**config.mk**
```make
export PLATFORM = sky130hd
export DESIGN_NAME = priority_callback_table_core
export DESIGN_NICKNAME = d
export VERILOG_FILES = /design/src/rtl/pct_pkg.sv /design/src/rtl/pct_table_mem.sv /design/src/rtl/priority_callback_table_core.sv
export SDC_FILE = /design/constraint.sdc
export NUM_CORES = 1
export LEC_CHECK = 0
export BUFFER_PORTS_ARGS = -buffer_cell sky130_fd_sc_hd__buf_2
export CAP_MARGIN = 20
export CORE_MARGIN = 2
export CORE_UTILIZATION = 60
export DETAILED_ROUTE_END_ITERATION = 7
export PLACE_DENSITY = 0.8
export REMOVE_ABC_BUFFERS = 1
export SYNTH_ARGS = -nofsm -noshare
export SYNTH_HDL_FRONTEND = slang
export SYNTH_SLANG_ARGS = --single-unit
```
**constraint.sdc**
```tcl
create_clock -name clk_i -period 10.7 [get_ports clk_i]
set_input_delay 0 -clock clk_i [delete_from_list [all_inputs] [get_ports clk_i]]
set_output_delay 0 -clock clk_i [all_outputs]
set_load 0.005 [all_outputs]
```
**src/rtl/pct_pkg.sv**
```systemverilog
// ----------------------------------------------------------------------------
// pct_pkg
// Shared types and constants of the priority callback table.
// ----------------------------------------------------------------------------
package pct_pkg;

  localparam int unsigned HandleW = 32;
  localparam int unsigned PrioW   = 16;
  localparam int unsigned MaskW   = 8;
  localparam int unsigned ActW    = 4;
  localparam int unsigned SlotW   = 5;
  localparam int unsigned RegionW = 8;
  localparam int unsigned RegionShift = 24;
  localparam int unsigned EnableBit   = 8;

  localparam logic [PrioW-1:0]   PrioEmpty   = 16'hffff;
  localparam logic [PrioW-1:0]   PrioRemoved = 16'h7fff;
  localparam logic [RegionW-1:0] RegionReset = 8'd2;

  localparam logic [ActW-1:0] ActClear      = 4'd0;
  localparam logic [ActW-1:0] ActFind       = 4'd1;
  localparam logic [ActW-1:0] ActAdd        = 4'd2;
  localparam logic [ActW-1:0] ActRemove     = 4'd3;
  localparam logic [ActW-1:0] ActEnable     = 4'd4;
  localparam logic [ActW-1:0] ActDisable    = 4'd5;
  localparam logic [ActW-1:0] ActOvlEnable  = 4'd6;
  localparam logic [ActW-1:0] ActOvlDisable = 4'd7;
  localparam logic [ActW-1:0] ActSetMask    = 4'd8;

  typedef struct packed {
    logic [HandleW-1:0] handle;
    logic [PrioW-1:0]   prio;
    logic [MaskW-1:0]   mask;
  } entry_t;

  localparam entry_t EntryReset = '{handle: '0, prio: PrioEmpty, mask: '0};

endpackage

```
**src/rtl/pct_table_mem.sv**
```systemverilog
// ----------------------------------------------------------------------------
// pct_table_mem
// Entry store: one write port, one read port with registered read data.
// ----------------------------------------------------------------------------
module pct_table_mem #(
  parameter int unsigned DEPTH = 20
) (
  input  logic                       clk_i,
  input  logic                       rd_en_i,
  input  logic [$clog2(DEPTH)-1:0]   rd_addr_i,
  output pct_pkg::entry_t            rd_data_o,
  input  logic                       wr_en_i,
  input  logic [$clog2(DEPTH)-1:0]   wr_addr_i,
  input  pct_pkg::entry_t            wr_data_i
);

  pct_pkg::entry_t mem [DEPTH];
  pct_pkg::entry_t rd_data_q;

  always_ff @(posedge clk_i) begin
    if (wr_en_i) begin
      mem[wr_addr_i] <= wr_data_i;
    end
    if (rd_en_i) begin
      rd_data_q <= mem[rd_addr_i];
    end
  end

  assign rd_data_o = rd_data_q;

endmodule

```
**src/rtl/priority_callback_table_core.sv**
```systemverilog
// ----------------------------------------------------------------------------
// priority_callback_table_core
// Callback table kept in one memory, driven by a read-modify-write sequencer.
// ----------------------------------------------------------------------------
// A command is taken when start is high and busy is low; done_o is high for
// one cycle and cannot be held off, and the result on hit_o/slot_o stays until
// a new command is taken. Find, remove, set mask, add and enable/disable walk
// the memory entry by entry (read, then check and write back); find, remove
// and set mask stop at the first match, and clear writes every entry in turn.
// Add/update adds a scan, one read-modify-write if a match or empty entry is
// found, and a bubble sort of up to ENTRIES-1 passes, ending early after a
// pass without a swap; the sort passes run through the single memory. After
// reset a clearing pass over all entries runs with busy high; configuration
// writes are always taken.
module priority_callback_table_core #(
  parameter int unsigned ENTRIES = 20
) (
  input  logic        clk_i,
  input  logic        rst_ni,
  input  logic        start,
  output logic        busy,
  input  logic [3:0]  action_i,
  input  logic [31:0] handle_i,
  input  logic signed [15:0] priority_req_i,
  input  logic [7:0]  mask_value_i,
  output logic        done_o,
  output logic        hit_o,
  output logic [4:0]  slot_o,
  input  logic        cfg_valid_i,
  output logic        cfg_ready_o,
  input  logic [7:0]  cfg_data_i
);

  localparam int unsigned IdxW = $clog2(ENTRIES);
  localparam logic [IdxW-1:0] LastIdx = IdxW'(ENTRIES - 1);

  typedef enum logic [3:0] {
    ST_CLR, ST_IDLE, ST_SCAN_RD, ST_SCAN_CK, ST_ADD_RD, ST_ADD_WR,
    ST_SRT_RD0, ST_SRT_LD0, ST_SRT_RD, ST_SRT_CK, ST_SRT_END
  } state_e;

  state_e state_q, state_d;
  logic [IdxW-1:0] idx_q, idx_d, last_q, last_d;
  logic [IdxW-1:0] match_q, match_d, empty_q, empty_d;
  logic            match_ok_q, match_ok_d, empty_ok_q, empty_ok_d;
  logic            swapped_q, swapped_d, clr_rep_q, clr_rep_d;
  logic            done_q, done_d, hit_q, hit_d;
  logic [IdxW-1:0] res_q, res_d;
  logic [7:0]      region_q, region_d;
  logic [3:0]      act_q, act_d;
  logic [31:0]     h_q, h_d;
  logic [15:0]     prio_q, prio_d;
  logic [7:0]      mval_q, mval_d;
  pct_pkg::entry_t carry_q, carry_d;

  logic            rd_en, wr_en;
  logic [IdxW-1:0] rd_addr, wr_addr;
  pct_pkg::entry_t rd_data, wr_data, ent;
  logic            is_match, sel, at_last;
  logic [IdxW-1:0] tgt;

  pct_table_mem #(.DEPTH(ENTRIES)) u_mem (
    .clk_i     (clk_i),
    .rd_en_i   (rd_en),
    .rd_addr_i (rd_addr),
    .rd_data_o (rd_data),
    .wr_en_i   (wr_en),
    .wr_addr_i (wr_addr),
    .wr_data_i (wr_data)
  );

  assign ent      = rd_data;
  assign is_match = (ent.handle == h_q);
  assign at_last  = (idx_q == LastIdx);
  assign tgt      = match_ok_q ? match_q : empty_q;

  always_comb begin
    state_d = state_q;  idx_d = idx_q;  last_d = last_q;
    match_d = match_q;  empty_d = empty_q;
    match_ok_d = match_ok_q;  empty_ok_d = empty_ok_q;
    swapped_d = swapped_q;  clr_rep_d = clr_rep_q;
    done_d = 1'b0;  hit_d = hit_q;  res_d = res_q;
    region_d = region_q;
    act_d = act_q;  h_d = h_q;  prio_d = prio_q;  mval_d = mval_q;
    carry_d = carry_q;
    rd_en = 1'b0;  rd_addr = idx_q;
    wr_en = 1'b0;  wr_addr = idx_q;  wr_data = ent;
    sel = 1'b0;

    if (cfg_valid_i) begin
      region_d = cfg_data_i;
    end

    unique case (state_q)
      ST_CLR: begin
        wr_en   = 1'b1;
        wr_data = pct_pkg::EntryReset;
        idx_d   = idx_q + 1'b1;
        if (at_last) begin
          state_d = ST_IDLE;
          if (clr_rep_q) begin
            done_d = 1'b1;  hit_d = 1'b1;  res_d = '0;
          end
        end
      end
      ST_IDLE: begin
        if (start) begin
          act_d = action_i;  h_d = handle_i;
          prio_d = priority_req_i;  mval_d = mask_value_i;
          idx_d = '0;  match_ok_d = 1'b0;  empty_ok_d = 1'b0;
          hit_d = 1'b0;  res_d = '0;
          if (action_i == pct_pkg::ActClear) begin
            clr_rep_d = 1'b1;
            state_d   = ST_CLR;
          end else if (action_i > pct_pkg::ActSetMask) begin
            done_d = 1'b1;
          end else begin
            state_d = ST_SCAN_RD;
          end
        end
      end
      ST_SCAN_RD: begin
        rd_en   = 1'b1;
        state_d = ST_SCAN_CK;
      end
      ST_SCAN_CK: begin
        state_d = ST_SCAN_RD;
        idx_d   = idx_q + 1'b1;
        case (act_q)
          pct_pkg::ActFind, pct_pkg::ActRemove, pct_pkg::ActSetMask: begin
            if (is_match) begin
              hit_d = 1'b1;  res_d = idx_q;
              if (act_q == pct_pkg::ActRemove) begin
                wr_en = 1'b1;
                wr_data.handle = '0;
                wr_data.prio   = pct_pkg::PrioRemoved;
              end else if (act_q == pct_pkg::ActSetMask) begin
                wr_en = 1'b1;
                wr_data.mask = mval_q;
              end
              done_d = 1'b1;  state_d = ST_IDLE;
            end else if (at_last) begin
              done_d = 1'b1;  state_d = ST_IDLE;
            end
          end
          pct_pkg::ActAdd: begin
            if (is_match && !match_ok_q) begin
              match_ok_d = 1'b1;  match_d = idx_q;
            end
            if (ent.handle == '0 && !empty_ok_q) begin
              empty_ok_d = 1'b1;  empty_d = idx_q;
            end
            if (at_last) begin
              state_d = ST_ADD_RD;
            end
          end
          default: begin
            // enable/disable variants: touch every selected entry
            if (act_q == pct_pkg::ActEnable || act_q == pct_pkg::ActDisable) begin
              sel = (h_q == '0) || is_match;
            end else begin
              sel = (ent.handle[pct_pkg::RegionShift +: 8] == region_q) &&
                    ((act_q == pct_pkg::ActOvlDisable) || !ent.mask[0]);
            end
            if (sel) begin
              wr_en = 1'b1;
              wr_data.prio[pct_pkg::EnableBit] =
                (act_q == pct_pkg::ActEnable) || (act_q == pct_pkg::ActOvlEnable);
              hit_d = 1'b1;  res_d = idx_q;
            end
            if (at_last) begin
              done_d = 1'b1;  state_d = ST_IDLE;
            end
          end
        endcase
      end
      ST_ADD_RD: begin
        if (match_ok_q || empty_ok_q) begin
          rd_en   = 1'b1;  rd_addr = tgt;
          state_d = ST_ADD_WR;
        end else begin
          last_d = LastIdx;  state_d = ST_SRT_RD0;
        end
      end
      ST_ADD_WR: begin
        wr_en   = 1'b1;  wr_addr = tgt;
        wr_data.prio = prio_q;
        if (!match_ok_q) begin
          wr_data.handle = h_q;  wr_data.mask = '0;
        end
        hit_d  = 1'b1;  res_d = tgt;
        last_d = LastIdx;  state_d = ST_SRT_RD0;
      end
      ST_SRT_RD0: begin
        rd_en = 1'b1;  rd_addr = '0;
        swapped_d = 1'b0;
        state_d = ST_SRT_LD0;
      end
      ST_SRT_LD0: begin
        carry_d = ent;  idx_d = IdxW'(1);
        state_d = ST_SRT_RD;
      end
      ST_SRT_RD: begin
        rd_en   = 1'b1;
        state_d = ST_SRT_CK;
      end
      ST_SRT_CK: begin
        // carry holds the entry sinking toward the end of this pass
        wr_en   = 1'b1;  wr_addr = idx_q - 1'b1;
        if ($signed(ent.prio) > $signed(carry_q.prio)) begin
          wr_data = ent;  swapped_d = 1'b1;
        end else begin
          wr_data = carry_q;  carry_d = ent;
        end
        if (idx_q == last_q) begin
          state_d = ST_SRT_END;
        end else begin
          idx_d = idx_q + 1'b1;  state_d = ST_SRT_RD;
        end
      end
      ST_SRT_END: begin
        wr_en = 1'b1;  wr_addr = last_q;  wr_data = carry_q;
        if (swapped_q && last_q > IdxW'(1)) begin
          last_d = last_q - 1'b1;  state_d = ST_SRT_RD0;
        end else begin
          done_d = 1'b1;  state_d = ST_IDLE;
        end
      end
      default: state_d = ST_IDLE;
    endcase
  end

  always_ff @(posedge clk_i or negedge rst_ni) begin
    if (!rst_ni) begin
      state_q <= ST_CLR;  idx_q <= '0;  last_q <= '0;
      match_q <= '0;  empty_q <= '0;  match_ok_q <= 1'b0;  empty_ok_q <= 1'b0;
      swapped_q <= 1'b0;  clr_rep_q <= 1'b0;
      done_q <= 1'b0;  hit_q <= 1'b0;  res_q <= '0;
      region_q <= pct_pkg::RegionReset;  act_q <= '0;
    end else begin
      state_q <= state_d;  idx_q <= idx_d;  last_q <= last_d;
      match_q <= match_d;  empty_q <= empty_d;
      match_ok_q <= match_ok_d;  empty_ok_q <= empty_ok_d;
      swapped_q <= swapped_d;  clr_rep_q <= clr_rep_d;
      done_q <= done_d;  hit_q <= hit_d;  res_q <= res_d;
      region_q <= region_d;  act_q <= act_d;
    end
  end

  always_ff @(posedge clk_i) begin
    h_q <= h_d;  prio_q <= prio_d;  mval_q <= mval_d;  carry_q <= carry_d;
  end

  assign busy        = (state_q != ST_IDLE);
  assign cfg_ready_o = 1'b1;
  assign done_o      = done_q;
  assign hit_o       = hit_q;
  assign slot_o      = hit_q ? pct_pkg::SlotW'(res_q) : '0;

endmodule
```
Word-level counts from Yosys, hierarchy flattened
Memory sizes are Yosys's and may differ from the RTL's. A register that Yosys moved wholly into a read port is not among the register bits.
Cells that the tools add are included.
- equal/unequal tests: 38
- add/sub/neg operators: 3
- reduce and logical (&&, ||, !) cells: 39
- magnitude comparators: 3
- mux-type cells: 81
- operators by type and width (kind ; count):
    56-bit one-hot mux with 5 select lines ; 1
    56-bit 2-to-1 mux ; 3
    56-bit one-hot mux with 2 select lines ; 1
    32-bit logical NOT ; 2
    5-bit 2-to-1 mux ; 11
    48-bit 2-to-1 mux ; 1
    4-bit one-hot mux with 11 select lines ; 1
    5-bit one-hot mux with 4 select lines ; 2
    39-bit 2-to-1 mux ; 1
    32-bit equality test ; 1
    4-bit by 3-bit equality test with 1-bit output (second input constant) ; 8
    32-bit 2-to-1 mux ; 1
    5-bit one-hot mux with 3 select lines ; 2
    1-bit 2-to-1 mux ; 29
    8-bit 2-to-1 mux ; 3
    2-bit != test (second input constant) ; 11
    5-bit one-hot mux with 2 select lines ; 2
    1-bit one-hot mux with 2 select lines ; 9
    3-bit AND reduction ; 6
    4-bit by 2-bit equality test with 1-bit output (second input constant) ; 4
    4-bit equality test (second input constant) ; 4
    16-bit greater-than comparator ; 1
    16-bit 2-to-1 mux ; 1
    4-bit 2-to-1 mux ; 4
    other kinds (29) ; 55
- word-level logic and storage cells: 185
- output and inout port bits: 9
- bits of input ports: 72
- memories: 1
- memory bits (writable): 1120
- bits in registers: 159
- memory list (name ; words ; width ; read ports ; clocked after Yosys merged registers in ; write ports ; RTL line ; text):
    u_mem.mem ; 20 ; 56 ; 1 ; 1 ; 1 ; pct_table_mem.sv:17 ; pct_pkg::entry_t mem [DEPTH];

Depth between registers and ports, before layout
- depth in word-level cells: 11
- mapped depth: 12
- depth with buffers taken out: 9

Hierarchy
From an unflattened synthesis, not the netlist that was laid out.
- cells, all modules: 3027
- area total of the unflattened synthesis: 52894.5 um^2
- modules (own cells, without submodules) (module ; instances ; area each (um^2) ; cells an instance):
    pct_table_mem ; 1 ; 44560.2 ; 2294
    priority_callback_table_core ; 1 ; 8334.2 ; 733

Least setup slack after synthesis
OpenSTA, ideal clock, no wires.
- kind: register -> register
- from: register state_q[1]
- to: memory u_mem.mem[0][0] in the netlist's numbering (enable)
- setup slack: 4.743 ns
- cell stages (with the launch flop): 9
- setup time: 0.516 ns
- clock period less this slack: 5.957 ns
- path buffers: 3
- required time: 10.184 ns
- arrival time: 5.441 ns
- cell sequence: dfrtp_1 > clkbuf_1 > nor4bb_1 > clkbuf_1 > a21oi_1 > clkbuf_1 > a221o_1 > or2_2 > nor3_1
- word-level cells in the longest chain between the ends: 5
- elaborated cells on any way between the ends: 10
- those cells by class: eq/ne: 4; mux: 4; reduce/logical: 2
- RTL lines (element ; RTL line ; text):
    from (decl) ; priority_callback_table_core.sv:42 ; state_e state_q, state_d;
    from (signal assigned) ; priority_callback_table_core.sv:241 ; state_q <= state_d; idx_q <= idx_d; last_q <= last_d;
    4-bit equality test (tied with other cells) ; priority_callback_table_core.sv:94 ; unique case (state_q)
    4-bit OR reduction (no source line) ; -- ;
    1-bit one-hot mux with 2 select lines ; priority_callback_table_core.sv:94 ;
    1-bit 2-to-1 mux ; pct_table_mem.sv:21 ; if (wr_en_i) begin
    1-bit 2-to-1 mux (not written as such) ; pct_table_mem.sv:22 ; mem[wr_addr_i] <= wr_data_i;
    to (decl) ; pct_table_mem.sv:17 ;
Several ways; a longest one is shown, not always the timed one.

Final worst setup path
- from: register state_q[2]
- to: register, netlist name u_mem.rd_data_o[53]
- word-level cells in the longest chain between the ends: 3
- elaborated cells on any way between the ends: 7
- those cells by class: eq/ne: 4; mux: 2; reduce/logical: 1
- RTL lines (element ; RTL line):
    4-bit equality test (tied with other cells) ; priority_callback_table_core.sv:94
    3-bit OR reduction (no source line) ; --
    1-bit one-hot mux with 2 select lines ; priority_callback_table_core.sv:94
Several ways; a longest one is shown, not always the timed one.
A chain may end at the register's enable or synchronous reset.

==> results.cfg <==
[pwr]
max-vdd-ir-drop_uv = 231
cellPowerDensity_mw_per_mm2 = 289
p_int_mw = 10.2
p_switching_mw = 5.24
p_leak_nw = 17.8
clkPwrFrac_pct = 25.3
p_total_mw = 15.4
seqPwrFrac_pct = 43.0
swShare_pct = 34.0
p_comb_share_pct = 31.7

[floorplanning]
dieArea_sq_mm = 0.0812
die_w_um = 285
floorplan.die.height_um = 285
coreArea_sq_mm = 0.0786
pin_count = 81
initial_core_util_pct = 60.3
fp-row-count = 103

[finish]
post-route-cell-area_sq_mm = 0.0533
final_common_cell = edfxtp_1
syn_to_final_growth_pct = 12.5
drive_above_1_share_pct = 14.9
nNetsFinal = 3217
fin_cells = 4271
most-common-layout-cells = edfxtp_1 (1127), nand2_1 (403), a21oi_1 (243)
antenna_cells = 0
final_util_pct = 67.8

[sta]
rsz0062_at_grt = false
hold_viol_final = 0
timing.final.crit_share_pct = 50.7
max_freq_ghz = 0.184
setup_viol = 0
fin_setup_tns_ns = 0
tightest_slew_ns = 1.18
worst_slack_ns = 5.28
skew_ns = 0.0336
slew_headroom_pct = 21.1
drv_slew = 0
holdWs_ns = 0.0328
finalCriticalPeriod_ns = 5.42

[synthesis]
postSynthAreaPerCell_sq_um = 15.9
synth_cells = 2975
synthTopCellsByArea = edfxtp_1 (71%), mux4_2 (4.7%), nand2_1 (3.2%)
synth_flop_cell = edfxtp_1
netlist_area_sq_mm = 0.0474
yosys_warnings = 0
yosysTopAreaCell = edfxtp_1
ys_seq_area_share_pct = 73.9
synth_top_area_share_pct = 71.4
async_flop_share_pct = 4.00
synth_edf_count = 1127
ys_types = 69
ys_ff_latch = 1174

[global_routing]
antenna_found_initial = 3
grt_use_total_pct = 30.4
grt_max_degree = 177
grt.overflow.total = 0
grt_first_pass_wirelength_mm = 182
grt_pass1_vias = 28800

[critical_path]
crit_path_max_incr_delay_ns = 0.86
endpoint_kind = flip-flop
critPathMaxFanout = 68
critPathArrivalTime_ns = 5.93
crit_path_top_delay_cell = dfrtp_1
worstSetupPathType = flip-flop to flip-flop
cp_data_required_time_ns = 11.21
crit_chain = or3b_1 -> a21oi_1 -> and2_4 -> buf_4 -> buf_4 -> a21oi_1 -> a221oi_1 -> o21ai_1 -> o211ai_1
reg2reg_slack_ns = 5.28
start_kind = flip-flop

[clocking]
path_clk_slew_ns = 0.07
tritoncts = done
clockBufferDepth = 3
cts_sinks = 1174
clk_latency_ns = 0.69
ctsResizeCount = 0
cts_htree_levels = 3
numCtsBuffers = 109
cts-root-buf = clkbuf_16

[routing]
totalWireLength_mm = 124
wl_per_cell_um = 29.1
postRouteAntennaNets = 0
vias = 29000
drc = 0
drtPass1Iterations = 6
vias_per_cell = 6.79
initialDrtViolationCount = 5104

[min_path]
min_path_type = input pin to flip-flop

[placement]
dp_slack_ns = 5.51
gp_congestion = 0.940
port_buffers = 72
placed_area_sq_mm = 0.0489
dp_cells = 3987
hpwl_mm = 66.5

[job]
maxCapViolations = 0

[run_status]
outcome = complete, no violations
[layer usage]
metal	routed length, um	vias to the layer above	track usage, %
li1	-	12000	-
met1	43800	14300	40.9
met2	59300	2279	48.3
met3	15000	432	6.07
met4	6230	6	14.5
met5	35	-	0
[flip-flops by register name, summed over array words and instances, names as in the netlist, 8 cells and up]
| name | count |
|---|---|
| region_q | 8 |
| u_mem.rd_data_o | 49 |
| u_mem.mem | 980 |
| prio_q | 16 |
| h_q | 32 |
| carry_q | 49 |
[cell type report]
type | count | area, sq um
multi-input cells | 1579 | 11500
inverters | 37 | 139
clock inverters | 72 | 724
repair buffers | 224 | 1730
fillers | 4940 | 25300
flip-flops and latches | 1174 | 35000
well taps | 1050 | 1310
clock buffers | 135 | 2870
[synth_stat cells (29+ instances only)]
cell,number
a221oi_1,104
nor2_1,60
dfrtp_1,46
edfxtp_1,1127
a21oi_1,245
clkbuf_1,107
o21ai_1,51
a22oi_1,59
inv_1,37
nor3_1,31
a21o_1,29
nand2_1,403
xnor2_1,37
o211ai_1,52
mux4_2,98
mux2i_1,104
[path summary, 6_finish.rpt]
check | endpoint | from | cells after the start
max in group asynchronous | clr_rep_q | rst_ni | 4
max reg2reg | u_mem.rd_data_o[53] | state_q[2] | 9
min reg2reg | carry_q[8] | u_mem.rd_data_o[8] | 0
min | prio_q[7] | priority_req_i[7] | 2
max | u_mem.rd_data_o[53] | state_q[2] | 9
min in group asynchronous | region_q[4] | rst_ni | 4
[power by group through the flow]
stage                     Combinational [mW]  Sequential [mW]  Clock [mW]
after CTS                               4.76             6.62        3.91
after floorplan                         3.67             6.61           0
after global placement                  4.44             6.67           0
final                                   4.89             6.63        3.90
after detailed placement                4.67             6.71           0
after global routing                    5.21             6.66        4.09
[cells by family (layout without fill, tap and decap cells)]
family / after synthesis / after routing / share of synthesized area (%)
fa+ha+maj: 20 / 20 / 0.528
mux: 228 / 228 / 7.47
compound gates: 666 / 666 / 9.26
other cells: 1 / 1 / 0.00791
simple gates: 613 / 613 / 5.65
xor+xnor: 51 / 51 / 0.943
flops: 1174 / 1174 / 73.9
buf+inv: 222 / 468 / 2.23
[worst max-delay path: cells and delay by family (launching register included)]
kind | cells | cell delay, ns
compound gates | 5 | 1.36
buf+inv | 2 | 1.60
flops | 1 | 0.86
simple gates | 2 | 1.31
[timing repair]
item | in CTS | in global routing
setup endpoints to repair | 0 | 0
endpoints found under the hold margin | 112 | 0
hold buffers | 72 | 0
buffers inserted | 0 | 0
Note: power is estimated with default switching activity, not from simulation.
